### config.mk
export PLATFORM = sky130hd
export DESIGN_NAME = pgs_ctrl
export DESIGN_NICKNAME = d
export VERILOG_FILES = /design/src/rtl/core/pgs_pkg.sv /design/src/rtl/core/pgs_ctrl.sv
export SDC_FILE = /design/constraint.sdc
export NUM_CORES = 1
export LEC_CHECK = 0
export BUFFER_PORTS_ARGS = -buffer_cell sky130_fd_sc_hd__buf_2
export CAP_MARGIN = 20
export CORE_MARGIN = 4
export CORE_UTILIZATION = 49
export CTS_CLUSTER_DIAMETER = 100
export DETAILED_ROUTE_END_ITERATION = 8
export PLACE_DENSITY = 0.74
export SLEW_MARGIN = 20
export SYNTH_ARGS = -nofsm -noshare
export SYNTH_HDL_FRONTEND = slang
export SYNTH_SLANG_ARGS = --single-unit
### constraint.sdc
create_clock -name clk_i -period 1.6 [get_ports clk_i]
set_input_delay 0.32 -clock clk_i [delete_from_list [all_inputs] [get_ports clk_i]]
set_output_delay 0.32 -clock clk_i [all_outputs]
set_load 0.01 [all_outputs]
### src/rtl/core/pgs_pkg.sv
`timescale 1ns / 1ps

package pgs_pkg;

  // Fixed field widths
  localparam int unsigned COORD_W   = 32;
  localparam int unsigned SUM_W     = 53;
  localparam int unsigned GW_W      = 11;
  localparam int unsigned CNT_OUT_W = 21;

  // Register and frame defaults
  localparam logic [GW_W-1:0]           GW_RESET = 11'd640;
  localparam logic signed [COORD_W-1:0] POS_MOST = 32'sh7FFF_FFFF;
  localparam logic signed [COORD_W-1:0] NEG_MOST = 32'sh8000_0000;

  // Operand source of the shared divider
  typedef enum logic [1:0] {
    DIV_SRC_X   = 2'd0,
    DIV_SRC_Y   = 2'd1,
    DIV_SRC_COL = 2'd2
  } div_src_e;

  // Controller to datapath commands
  typedef struct packed {
    logic     take;
    logic     exec;
    logic     div_load;
    div_src_e div_src;
    logic     div_step;
    logic     mean_x_store;
    logic     col_store;
    logic     result_load;
  } pgs_cmd_t;

  // Datapath to controller status
  typedef struct packed {
    logic item_last;
  } pgs_status_t;

endpackage

### src/rtl/core/pgs_ctrl.sv
`timescale 1ns / 1ps

module pgs_ctrl (
  input  logic                clk_i,
  input  logic                rst_ni,
  input  logic                in_valid_i,
  output logic                in_stall_o,
  output logic                out_valid_o,
  input  logic                out_stall_i,
  input  logic                cfg_we_i,
  input  pgs_pkg::pgs_status_t status_i,
  output pgs_pkg::pgs_cmd_t    cmd_o
);

  localparam int unsigned DIV_STEPS = pgs_pkg::SUM_W;
  localparam int unsigned CNT_W     = $clog2(DIV_STEPS);
  localparam logic [CNT_W-1:0] STEP_LAST = CNT_W'(DIV_STEPS - 1);

  typedef enum logic [8:0] {
    ST_IDLE   = 9'b000000001,
    ST_EXEC   = 9'b000000010,
    ST_REMAP  = 9'b000000100,
    ST_COLSET = 9'b000001000,
    ST_DRAIN  = 9'b000010000,
    ST_DIVX   = 9'b000100000,
    ST_MEANX  = 9'b001000000,
    ST_DIVY   = 9'b010000000,
    ST_FINISH = 9'b100000000
  } state_e;

  state_e             state_q, state_d;
  logic [CNT_W-1:0]   cnt_q, cnt_d;
  logic               dirty_q, dirty_d;
  logic               out_valid_q, out_valid_d;

  // Sequence items, column recomputation and the two mean divisions
  always_comb begin
    state_d     = state_q;
    cnt_d       = cnt_q;
    dirty_d     = dirty_q | cfg_we_i;
    out_valid_d = out_valid_q & out_stall_i;
    in_stall_o  = 1'b1;
    cmd_o       = '0;
    cmd_o.div_src = pgs_pkg::DIV_SRC_X;

    unique case (state_q)
      ST_IDLE: begin
        if (dirty_q && !cfg_we_i) begin
          cmd_o.div_load = 1'b1;
          cmd_o.div_src  = pgs_pkg::DIV_SRC_COL;
          dirty_d        = 1'b0;
          cnt_d          = '0;
          state_d        = ST_REMAP;
        end else if (!dirty_q && !cfg_we_i) begin
          in_stall_o = 1'b0;
          if (in_valid_i) begin
            cmd_o.take = 1'b1;
            state_d    = ST_EXEC;
          end
        end
      end
      ST_EXEC: begin
        cmd_o.exec = 1'b1;
        state_d    = status_i.item_last ? ST_DRAIN : ST_IDLE;
      end
      ST_REMAP: begin
        cmd_o.div_step = 1'b1;
        cnt_d          = cnt_q + 1'b1;
        if (cnt_q == STEP_LAST) begin
          state_d = ST_COLSET;
        end
      end
      ST_COLSET: begin
        cmd_o.col_store = 1'b1;
        state_d         = ST_IDLE;
      end
      ST_DRAIN: begin
        // wait for the previous result transfer
        if (!out_valid_q) begin
          cmd_o.div_load = 1'b1;
          cmd_o.div_src  = pgs_pkg::DIV_SRC_X;
          cnt_d          = '0;
          state_d        = ST_DIVX;
        end
      end
      ST_DIVX: begin
        cmd_o.div_step = 1'b1;
        cnt_d          = cnt_q + 1'b1;
        if (cnt_q == STEP_LAST) begin
          state_d = ST_MEANX;
        end
      end
      ST_MEANX: begin
        cmd_o.mean_x_store = 1'b1;
        cmd_o.div_load     = 1'b1;
        cmd_o.div_src      = pgs_pkg::DIV_SRC_Y;
        cnt_d              = '0;
        state_d            = ST_DIVY;
      end
      ST_DIVY: begin
        cmd_o.div_step = 1'b1;
        cnt_d          = cnt_q + 1'b1;
        if (cnt_q == STEP_LAST) begin
          state_d = ST_FINISH;
        end
      end
      ST_FINISH: begin
        cmd_o.result_load = 1'b1;
        out_valid_d       = 1'b1;
        state_d           = ST_IDLE;
      end
      default: begin
        state_d = ST_IDLE;
      end
    endcase
  end

  always_ff @(posedge clk_i or negedge rst_ni) begin
    if (!rst_ni) begin
      state_q     <= ST_IDLE;
      cnt_q       <= '0;
      dirty_q     <= 1'b0;
      out_valid_q <= 1'b0;
    end else begin
      state_q     <= state_d;
      cnt_q       <= cnt_d;
      dirty_q     <= dirty_d;
      out_valid_q <= out_valid_d;
    end
  end

  assign out_valid_o = out_valid_q;

endmodule

==> After elaboration in Yosys (flattened, before gate mapping) <==
Index checks and enable logic that the tools add are counted.
W data, S select, Z words.
{ "word_totals": {"out_inout_bits": 11, "n_memories": 0, "word_cells": 62, "latch_bits": 0, "ff_bits": 17, "input_bits": 6, "ramBits": 0, "mem_bits_ro": 0} }
{ "classes": {"n_reduce_logical": 8, "n_eq_ne": 17, "mux": 30, "bitwise": 2, "n_div": 0, "mul": 0, "n_lt_le_gt_ge": 0, "n_addsub": 1, "shift": 0} }
{ "ops": {"columns": ["cell", "n"], "rows": [
  ["$mux W9", 7],
  ["$pmux W9 S7", 1],
  ["$pmux W6 S4", 1],
  ["$mux W1", 15],
  ["$mux W6", 2],
  ["$ne A2 B2 Y1 const B", 5],
  ["$eq A9 B1 Y1 const B", 1],
  ["$eq A9 B2 Y1 const B", 1],
  ["$eq A9 B3 Y1 const B", 1],
  ["$eq A9 B4 Y1 const B", 1],
  ["$eq A9 B5 Y1 const B", 1],
  ["$eq A9 B6 Y1 const B", 1],
  ["$eq A9 B7 Y1 const B", 1],
  ["$eq A9 B8 Y1 const B", 1],
  ["$eq A9 B9 Y1 const B", 1],
  ["$pmux W3 S3", 1],
  ["$add A6 B1 Y6 const B", 1],
  ["$eq A6 B6 Y1 const B", 1],
  ["$mux W3", 2],
  ["$ne A3 B3 Y1 const B", 2],
  ["$reduce_and A6 Y1", 1],
  ["$mux W5", 1],
  ["$reduce_bool A4 Y1", 1],
  ["$reduce_and A3 Y1", 1],
  ["other kinds (5)", 7]
]} }

==> Logic depth before layout (Yosys ltp) <==
Gate-level depths: netlist (run 1).
{ "logic_depth": {"depth_word": 5, "depth_mapped": 7, "depth_no_buf": 6} }

==> Worst setup path before layout (run 1) <==
Ideal clock, no wire load.
{ "synth_path": {"kind": "register -> output", "from": "register state_q[5]", "to": "output port cmd_o[6] in the netlist's numbering", "arrival_ns": 1.631, "path_slack_ns": -0.351, "path_buffers": 1, "stages_incl_launch_ff": 6, "required_time_ns": 1.280, "cell_sequence": "dfrtp_1 buf_6 nor4_4 nand2_1 nor3b_1 or3_1"} }
{ "synth_rtl": {"columns": ["element", "line", "text"], "rows": [
  ["from (decl)", "pgs_ctrl.sv:31", "state_e state_q, state_d;"],
  ["from (signal assigned)", "pgs_ctrl.sv:125", "state_q <= state_d;"],
  ["to (decl)", "pgs_ctrl.sv:12", "output pgs_pkg::pgs_cmd_t cmd_o"]
]} }

==> results.sh, run 1 <==
export IMPL_skew_ns=0.00552
export IMPL_start_util=0.515
export IMPL_ys_seq_area_frac=0.423
export IMPL_fin_area_um2=1730
export IMPL_critPathArrivalTime_ns=1.83
export IMPL_clockBufferDepth=2
export IMPL_wire_per_inst_um=18.0
export IMPL_rsz0062_at_grt="true"
export IMPL_antenna_cells=0
export IMPL_synth_distinct_cells=38
export IMPL_final_max_slew_viol_count=0
export IMPL_ios=17
export IMPL_setup_ws_ns=-0.550
export IMPL_cp_num_buf_inv=1
export IMPL_crit_path_start_kind="flop"
export IMPL_path_cells="nor3_4, nand3_1, nor4b_2, or3_1, buf_2"
export IMPL_grt_max_degree=18
export IMPL_cap_violations=0
export IMPL_min_period_ns=2.15
export IMPL_async_reset_ff_frac=1.00
export IMPL_path_delay_family="simple AND/OR/NAND/NOR gates"
export IMPL_syn_area_um2=1010
export IMPL_placed_area_um2=1330
export IMPL_fmax_mhz=465
export IMPL_setup_viol=22
export IMPL_critPathCaptureType="primary output"
export IMPL_p_leak_nw=0.831
export IMPL_failed_checks="negative setup slack"
export IMPL_fp_dieH_um=53.4
export IMPL_grt_pass1_wl_um=5290
export IMPL_p_total_w=0.00235
export IMPL_die_area_um2=2850
export IMPL_path_clk_slew_ns=0.10
export IMPL_yosysTopAreaCellShare=0.397
export IMPL_drt_iter0_drc=18
export IMPL_avgSynthCellArea_um2=9.26
export IMPL_synth_top_area_cell="dfrtp_1"
export IMPL_die_x_um=53.4
export IMPL_cts_sinks=17
export IMPL_drt_total_wl_um=3450
export IMPL_tightest_slew_ns=0.400
export IMPL_yosysWarnings=0
export IMPL_synth_most_common_cell="dfrtp_1"
export IMPL_slew_headroom=0.733
export IMPL_synth_common_cells="16 x dfrtp_1, 14 x nor2_1, 8 x nand2_1"
export IMPL_syn_to_final_growth_pct=71.0
export IMPL_htreeDepth=1
export IMPL_fin_setup_tns_ns=-6.33
export IMPL_crit_type="flop to primary output"
export IMPL_critPathMaxFanout=3
export IMPL_synthTopCellsByArea="dfrtp_1 40%, nor2_1 5.2%, nand3_1 3.5%"
export IMPL_cts_buffers=3
export IMPL_clk_latency_ns=0.29
export IMPL_min_period_over_period=1.34
export IMPL_cts_root_buf="clkbuf_4"
export IMPL_synth_main_ff_cell="dfrtp_1"
export IMPL_cp_required_ns=1.28
export IMPL_final_nets=174
export IMPL_grt_ovfl_total=0
export IMPL_hpwl_um=2080
export IMPL_grt_pass1_vias=1123
export IMPL_synth_edf_count=0
export IMPL_vias_per_cell=5.61
export IMPL_io_buffer_count=16
export IMPL_num_vias=1078
export IMPL_drive_gt1_frac=0.594
export IMPL_synth_nets=117
export IMPL_cp_slowest_cell="dfrtp_1"
export IMPL_grtUsageTotal=0.267
export IMPL_cpPeakStageDelay_ns=0.44
export IMPL_num_rows=16
export IMPL_drcViolationCount=0
export IMPL_antenna_found_initial=0
export IMPL_detail_route_first_pass_iterations=4
export IMPL_netlist_instances=109
export IMPL_place_worst_setup_slack_ns=-0.224
export IMPL_core_area_um2=1960
export IMPL_hold_class="primary input to flop"
export IMPL_ys_ff_latch=17
export IMPL_gp_congestion=0.832
export IMPL_cts_tree="yes"
export IMPL_peakVddDrop_mv=1.30
export IMPL_n_fill_cell=89
export IMPL_status="finished, violations left"
export IMPL_ant_nets=0
export IMPL_hold_viol_final=0
export IMPL_power_density_nw_per_um2=1360
per-stage QoR:
stage,cells,hold slack [ns],util
floorplan,109,0.0244,-
finish,192,0.230,0.880
global route,192,0.220,0.880
detailed placement,174,0.265,0.677
CTS,188,0.217,0.826
global placement,174,0.271,0.677
cells by family (layout without fill, tap and decap cells):
family | after synthesis | after routing | share of synthesized area
xor+xnor | 4 | 4 | 0.0347
buf+inv | 10 | 66 | 0.0508
compound gates | 18 | 18 | 0.123
simple gates | 58 | 58 | 0.344
fa+ha+maj | 2 | 2 | 0.0248
flops | 17 | 17 | 0.423
cells in the final DEF (no fill, tap or decap), types with 2 or more instances in the layout:
cell and instances:
buf_4 27, buf_6 15, dfrtp_1 13, buf_2 13
nor2_1 10, inv_1 5, nand2_1 5, nor2_4 4
nand3_1 4, a21o_1 4, nor4_4 3, nor3_4 3
nand4_1 3, clkbuf_4 3, dfrtp_2 3, o21ai_2 2
nand2_2 2, nor2b_1 2, xnor2_1 2, a21oi_2 2
a21oi_1 2, nand3_4 2, ha_1 2
per-layer routing:
layer / vias to the layer above / GRT usage / wire (um)
met3: 10 / 0.0451 / 228
li1: 502 / - / -
met5: - / 0 / 0
met1: 518 / 0.324 / 1300
met4: 0 / 0.162 / 76
met2: 48 / 0.437 / 1850
flip-flops by register name, summed over array words and instances (netlist names):
| register | cells |
|---|---|
| state_q | 9 |
| out_valid_o | 1 |
| cnt_q | 6 |
| dirty_q | 1 |
layout make-up:
| type | count | area, um2 | area share |
|---|---|---|---|
| Inverter | 6 | 22.5 | 0.0130 |
| Sequential cell | 17 | 430 | 0.249 |
| Multi-Input combinational cell | 82 | 767 | 0.444 |
| Tap cell | 27 | 33.8 | 0.0196 |
| Clock buffer | 4 | 26.3 | 0.0152 |
| Timing Repair Buffer | 56 | 447 | 0.259 |
worst paths after layout:
| path | slack [ns] | depth (start not counted) | to | start |
|---|---|---|---|---|
| min | 0.23 | 2 | out_valid_o$_DFF_PN0_ | out_stall_i |
| min reg2reg | 0.54 | 1 | cnt_q[0]$_DFFE_PN0P_ | cnt_q[0]$_DFFE_PN0P_ |
| max reg2reg | -0.25 | 8 | cnt_q[3]$_DFFE_PN0P_ | state_q[4]$_DFFE_PN0P_ |
| max | -0.55 | 5 | cmd_o[6] | state_q[8]$_DFFE_PN0P_ |
| max in group asynchronous | 0.81 | 2 | state_q[0]$_DFFE_PN1P_ | rst_ni |
| min in group asynchronous | 0.47 | 2 | state_q[6]$_DFFE_PN0P_ | rst_ni |
report_power, final:
part	total [W]	switching (W)	internal, W
sequential	0.000591	0.0000848	0.000506
clock	0.000235	0.000138	0.0000970
combinational	0.00152	0.000733	0.000789
timing repair:
item | 4_1_cts | 5_1_grt
cloned | 0 | 0
resized for setup | 40 | 19
setup buffers | 10 | 6
setup endpoints to repair | 22 | 24
pin swaps | 9 | 8
hold buffers | 1 | 0
hold endpoints to repair | 16 | 0
(Power assumes the default switching activity.)
==> inputs of run 2 (changes only) <==
- ABC_AREA: unset -> 1
- CORE_UTILIZATION: 49 -> 55
- PLACE_DENSITY: 0.74 -> 0.77
- clock period: 1.6 -> 2.6 ns (I/O delays scaled with it)
==> run 2 against run 1 <==
  * The run now ends clean
  * Clock skew down 0.0022 ns
  * Area after synthesis up 12%
  * Cell area decreased by 27%
  * Count of clock-buffer cells in the layout decreased by 1
  * Critical endpoint unchanged
  * Power decreased by 51%
  * Register-to-register slack better by 1.3 ns
==> results.sh, run 2 <==
export IMPL_synthTopCellsByArea="dfrtp_1 35%, nand2_1 16%, inv_1 7.6%"
export IMPL_vias_per_cell=4.94
export IMPL_synth_most_common_cell="nand2_1"
export IMPL_min_period_over_period=0.868
export IMPL_avgSynthCellArea_um2=7.08
export IMPL_cp_required_ns=2.08
export IMPL_hpwl_um=1910
export IMPL_crit_type="flop to primary output"
export IMPL_critPathCaptureType="primary output"
export IMPL_fmax_mhz=443
export IMPL_gp_congestion=0.850
export IMPL_cts_setup_buffers=0
export IMPL_final_nets=188
export IMPL_drt_iter0_drc=7
export IMPL_p_leak_nw=0.734
export IMPL_p_total_w=0.00116
export IMPL_die_area_um2=2850
export IMPL_synth_distinct_cells=24
export IMPL_min_period_ns=2.26
export IMPL_fin_setup_tns_ns=0
export IMPL_fp_dieH_um=53.4
export IMPL_tightest_slew_ns=0.398
export IMPL_crit_path_start_kind="flop"
export IMPL_largest_registers="state_q x9, cnt_q x6"
export IMPL_grtUsageTotal=0.196
export IMPL_final_util=0.645
export IMPL_synth_main_ff_cell="dfrtp_1"
export IMPL_power_density_nw_per_um2=914
export IMPL_yosysTopAreaCellShare=0.354
export IMPL_fin_hold_ws_ns=0.129
export IMPL_critPathMaxFanout=4
export IMPL_hold_class="primary input to asynchronous set/reset pin"
export IMPL_ctsResizeCount=0
export IMPL_n_fill_cell=200
export IMPL_drive_gt1_frac=0.240
export IMPL_rsz0062_at_grt="false"
export IMPL_path_clk_slew_ns=0.11
export IMPL_ant_nets=0
export IMPL_status="completed"
export IMPL_io_buffer_count=16
export IMPL_grt_pass1_wl_um=3960
export IMPL_cts_sinks=17
export IMPL_drt_total_wl_um=2380
export IMPL_final_instance_count_excl_fill=206
export IMPL_wire_per_inst_um=11.6
export IMPL_async_reset_ff_frac=1.00
export IMPL_ys_ff_latch=17
export IMPL_hold_viol_final=0
export IMPL_dp_cells=202
export IMPL_cts_tree="yes"
export IMPL_synth_edf_count=0
export IMPL_grt_pass1_vias=940
export IMPL_setup_viol=0
export IMPL_antenna_found_initial=0
export IMPL_num_rows=16
export IMPL_final_max_slew_viol_count=0
export IMPL_antenna_cells=0
export IMPL_cts_buffers=3
export IMPL_cap_violations=0
export IMPL_synth_common_cells="48 x nand2_1, 23 x inv_1, 21 x nor2_1"
export IMPL_grt_max_degree=18
export IMPL_final_cell_mix="48 x nand2_1, 23 x inv_1, 21 x nor2_1"
export IMPL_die_x_um=53.4
export IMPL_cts_root_buf="clkbuf_4"
export IMPL_clockBufferDepth=2
export IMPL_clk_latency_ns=0.30
export IMPL_detail_route_first_pass_iterations=4
export IMPL_htreeDepth=1
export IMPL_layout_commonest_cell="nand2_1"
export IMPL_netlist_instances=160
export IMPL_ios=17
export IMPL_syn_to_final_growth_pct=11.8
export IMPL_grt_ovfl_total=0
export IMPL_largest_reg_flops=9
export IMPL_slew_headroom=0.734
export IMPL_syn_area_um2=1130
export IMPL_skew_ns=0.00333
export IMPL_yosysWarnings=0
export IMPL_drcViolationCount=0
export IMPL_critPathArrivalTime_ns=1.74
export IMPL_num_vias=1017
export IMPL_start_util=0.577
export IMPL_peakVddDrop_mv=0.483
export IMPL_ys_seq_area_frac=0.377
export IMPL_holdBufCountCts=0
export IMPL_synth_top_area_cell="dfrtp_1"
export IMPL_top_register="state_q"
export IMPL_core_area_um2=1960
export IMPL_synth_nets=168
## run 2: changes by cell type after synthesis, moves of 4 or more
cell     change
nand2_1     +40
inv_1       +17
nand3_1      +7
nor2_1       +7
nand2_2      +4
nor2_2       +4
nor2_4       +4
## run 2: worst paths after layout
kind | startpoint | to | slack, ns | depth (start not counted)
setup / recovery | state_q[0]$_DFFE_PN1P_ | cmd_o[6] | 0.34 | 7
hold / removal | rst_ni | dirty_q$_DFF_PN0_ | 0.13 | 1
setup reg to reg | state_q[7]$_DFFE_PN0P_ | state_q[4]$_DFFE_PN0P_ | 1.03 | 10
hold reg to reg | state_q[0]$_DFFE_PN1P_ | state_q[0]$_DFFE_PN1P_ | 0.51 | 2
max in group asynchronous | rst_ni | state_q[0]$_DFFE_PN1P_ | 2.16 | 1
min in group clk_i | out_stall_i | out_valid_o$_DFF_PN0_ | 0.42 | 2
## run 2: per-stage QoR
step / worst slack [ns] / instance area [um2]
after CTS: 0.350 / 1270
after global routing: 0.191 / 1270
after detailed placement: 0.693 / 1240
after floorplan: 0.788 / 1130
final: 0.344 / 1270
after global placement: 0.719 / 1240
## run 2: power by group
part	internal (W)	switching, W
combinational	0.000213	0.000424
clock	0.0000573	0.0000903
sequential	0.000322	0.0000507
## run 2: area by class of cell
class	instances	area, um2	area share
clock buffers	3	22.5	0.0178
clock inverters	1	5.00	0.00395
inverters	25	93.8	0.0741
multi-input cells	117	604	0.477
flip-flops and latches	17	427	0.337
well taps	27	33.8	0.0267
repair buffers	16	80.1	0.0632
## run 2: kinds of logic after synthesis
family / share of synthesized area
fa+ha+maj: 0.0221
flops: 0.377
simple gates: 0.463
compound gates: 0.0486
buf+inv: 0.0895
## run 2: routing by layer
metal  part of all wire  global-route usage
met3              0.025              0.0254
met2               0.52               0.353
met4              0.013              0.0851
met5                  0                   0
met1               0.44               0.228
## run 2: critical path: stages, from the launching register on
cell and delay [ns]:
dfstp_2 0.58, inv_1 0.06, nor2_1 0.22, nand2_1 0.12, nor2_1 0.14, nand2_1 0.11
nand3_1 0.08, buf_2 0.13
==> inputs of run 3 (changes only) <==
- BUFFER_PORTS_ARGS: -buffer_cell sky130_fd_sc_hd__buf_2 -> unset
- CORE_ASPECT_RATIO: unset -> 0.75
- DONT_BUFFER_PORTS: unset -> 1
- PLACE_DENSITY: 0.77 -> 0.7
==> run 3 against run 2 <==
  * Global-route usage increased by 0.26 points
  * First-iteration DRC count increased to 5.4 times the previous value
  * Clock skew decreased by 0.0015 ns
  * Critical path type unchanged
==> results.sh, run 3 (synthesis results as in run 2) <==
export IMPL_fp_dieH_um=47.3
export IMPL_path_clk_slew_ns=0.10
export IMPL_min_period_ns=2.28
export IMPL_grt_max_degree=17
export IMPL_ios=17
export IMPL_crit_path_start_kind="flop"
export IMPL_die_x_um=60.4
export IMPL_setup_worst_path_start="state_q[0]$_DFFE_PN1P_"
export IMPL_setup_ws_ns=0.319
export IMPL_drt_iter0_drc=38
export IMPL_final_util=0.651
export IMPL_r2r_end="state_q[4]$_DFFE_PN0P_"
export IMPL_clockPowerShare=0.126
export IMPL_critPathArrivalTime_ns=1.76
export IMPL_cap_violations=0
export IMPL_slew_headroom=0.471
export IMPL_drcViolationCount=0
export IMPL_skew_ns=0.00182
export IMPL_seqPwrFrac=0.328
export IMPL_n_fill_cell=166
export IMPL_antenna_found_initial=0
export IMPL_clk_latency_ns=0.29
export IMPL_cp_endpoint="cmd_o[8]"
export IMPL_cp_required_ns=2.08
export IMPL_core_area_um2=1840
export IMPL_p_int_w=0.000574
export IMPL_num_rows=13
export IMPL_hpwl_um=1850
export IMPL_start_util=0.616
export IMPL_antenna_cells=0
export IMPL_cts_tree="yes"
export IMPL_cts_buffers=3
export IMPL_final_cell_mix="48 x nand2_1, 23 x inv_1, 21 x nor2_1"
export IMPL_swShare=0.496
export IMPL_tightest_slew_ns=0.792
export IMPL_combPwrFrac=0.547
export IMPL_fin_setup_tns_ns=0
export IMPL_grt_pass1_vias=893
export IMPL_p_leak_nw=0.667
export IMPL_power_switching_w=0.000564
export IMPL_min_period_over_period=0.877
export IMPL_largest_reg_flops=9
export IMPL_place_worst_setup_slack_ns=0.633
export IMPL_clockBufferDepth=2
export IMPL_grtUsageTotal=0.199
export IMPL_wire_per_inst_um=12.9
export IMPL_ant_nets=0
export IMPL_crit_type="flop to primary output"
export IMPL_cts_root_buf="clkbuf_4"
export IMPL_gp_congestion=0.850
export IMPL_final_nets=174
export IMPL_hold_class="primary input to asynchronous set/reset pin"
export IMPL_vias_per_cell=5.14
export IMPL_rr_worst_depth=9
export IMPL_power_density_nw_per_um2=950
export IMPL_critPathCaptureType="primary output"
export IMPL_htreeDepth=1
export IMPL_drt_total_wl_um=2420
export IMPL_rrSetupSlack_ns=1.03
export IMPL_peakVddDrop_mv=0.623
export IMPL_layout_commonest_cell="nand2_1"
export IMPL_ctsResizeCount=0
export IMPL_final_max_slew_viol_count=0
export IMPL_rr_startpoint="state_q[0]$_DFFE_PN1P_"
export IMPL_setup_viol=0
export IMPL_fmax_mhz=438
export IMPL_cts_sinks=17
export IMPL_grt_ovfl_total=0
export IMPL_status="completed"
export IMPL_critPathMaxFanout=4
export IMPL_drive_gt1_frac=0.170
export IMPL_io_buffer_count=0
export IMPL_grt_pass1_wl_um=4060
export IMPL_hold_viol_final=0
export IMPL_largest_registers="state_q x9, cnt_q x6"
export IMPL_rsz0062_at_grt="false"
export IMPL_die_area_um2=2860
export IMPL_num_vias=961
export IMPL_detail_route_first_pass_iterations=5
export IMPL_top_register="state_q"
export IMPL_syn_to_final_growth_pct=5.75
## run 3: cell types whose count changed in the layout (fill, tap and decap cells not counted)
cell	before	now
dlygate4sd3_1	0	1
buf_2	16	0
buf_4	0	1
## run 3: area by class of cell
type	count	area [um2]	share of cell area
Multi-Input combinational cell	117	604	0.505
Sequential cell	17	427	0.356
Inverter	25	93.8	0.0784
Tap cell	22	27.5	0.0230
Clock buffer	3	22.5	0.0188
Timing Repair Buffer	2	17.5	0.0146
Clock inverter	1	5.00	0.00418
## run 3: critical path, stage by stage (launching register included)
cell and delay (ns):
dfstp_2 0.58, inv_1 0.06, nor2_1 0.23, nand2_1 0.12
nor2_1 0.14, nand2_1 0.13, nor2_1 0.20
## run 3: worst min-delay path by stage
stage,from,to,slack [ns],cells past startpoint
global placement,rst_ni,state_q[1]$_DFFE_PN0P_,0.22,0
detailed placement,rst_ni,state_q[1]$_DFFE_PN0P_,0.22,0
global route,rst_ni,state_q[0]$_DFFE_PN1P_,0.04,0
CTS,rst_ni,state_q[0]$_DFFE_PN1P_,0.04,0
floorplan,rst_ni,cnt_q[0]$_DFFE_PN0P_,0.22,0
finish,rst_ni,state_q[0]$_DFFE_PN1P_,0.05,0
## run 3: per-stage QoR
step	instance area [um2]	cells	hold WS, ns	total power (W)
after floorplan	1130	160	0.224	0.000866
after global placement	1160	182	0.225	0.000970
after detailed placement	1160	182	0.225	0.000989
after CTS	1200	187	0.0433	0.00115
after global routing	1200	187	0.0362	0.00124
final	1200	187	0.0536	0.00114
## run 3: per-layer routing
layer,vias up,share of wire,GRT usage,routed length [um]
met4,0,0.0074,0.0398,18
li1,500,-,-,-
met2,23,0.44,0.317,1060
met5,-,0,0,0
met3,4,0.046,0.0522,111
met1,434,0.51,0.276,1230
## run 3: power by group through the flow
stage	clock network (W)	registers (W)	logic [W]
detailed placement	0	0.000377	0.000612
global placement	0	0.000374	0.000596
floorplan	0	0.000368	0.000498
finish	0.000143	0.000373	0.000622
global route	0.000162	0.000381	0.000693
CTS	0.000152	0.000372	0.000622
## run 3: timing repair
item | CTS | global route
setup buffers | 0 | 0
hold buffers | 1 | 0
endpoints found under the hold margin | 16 | 0
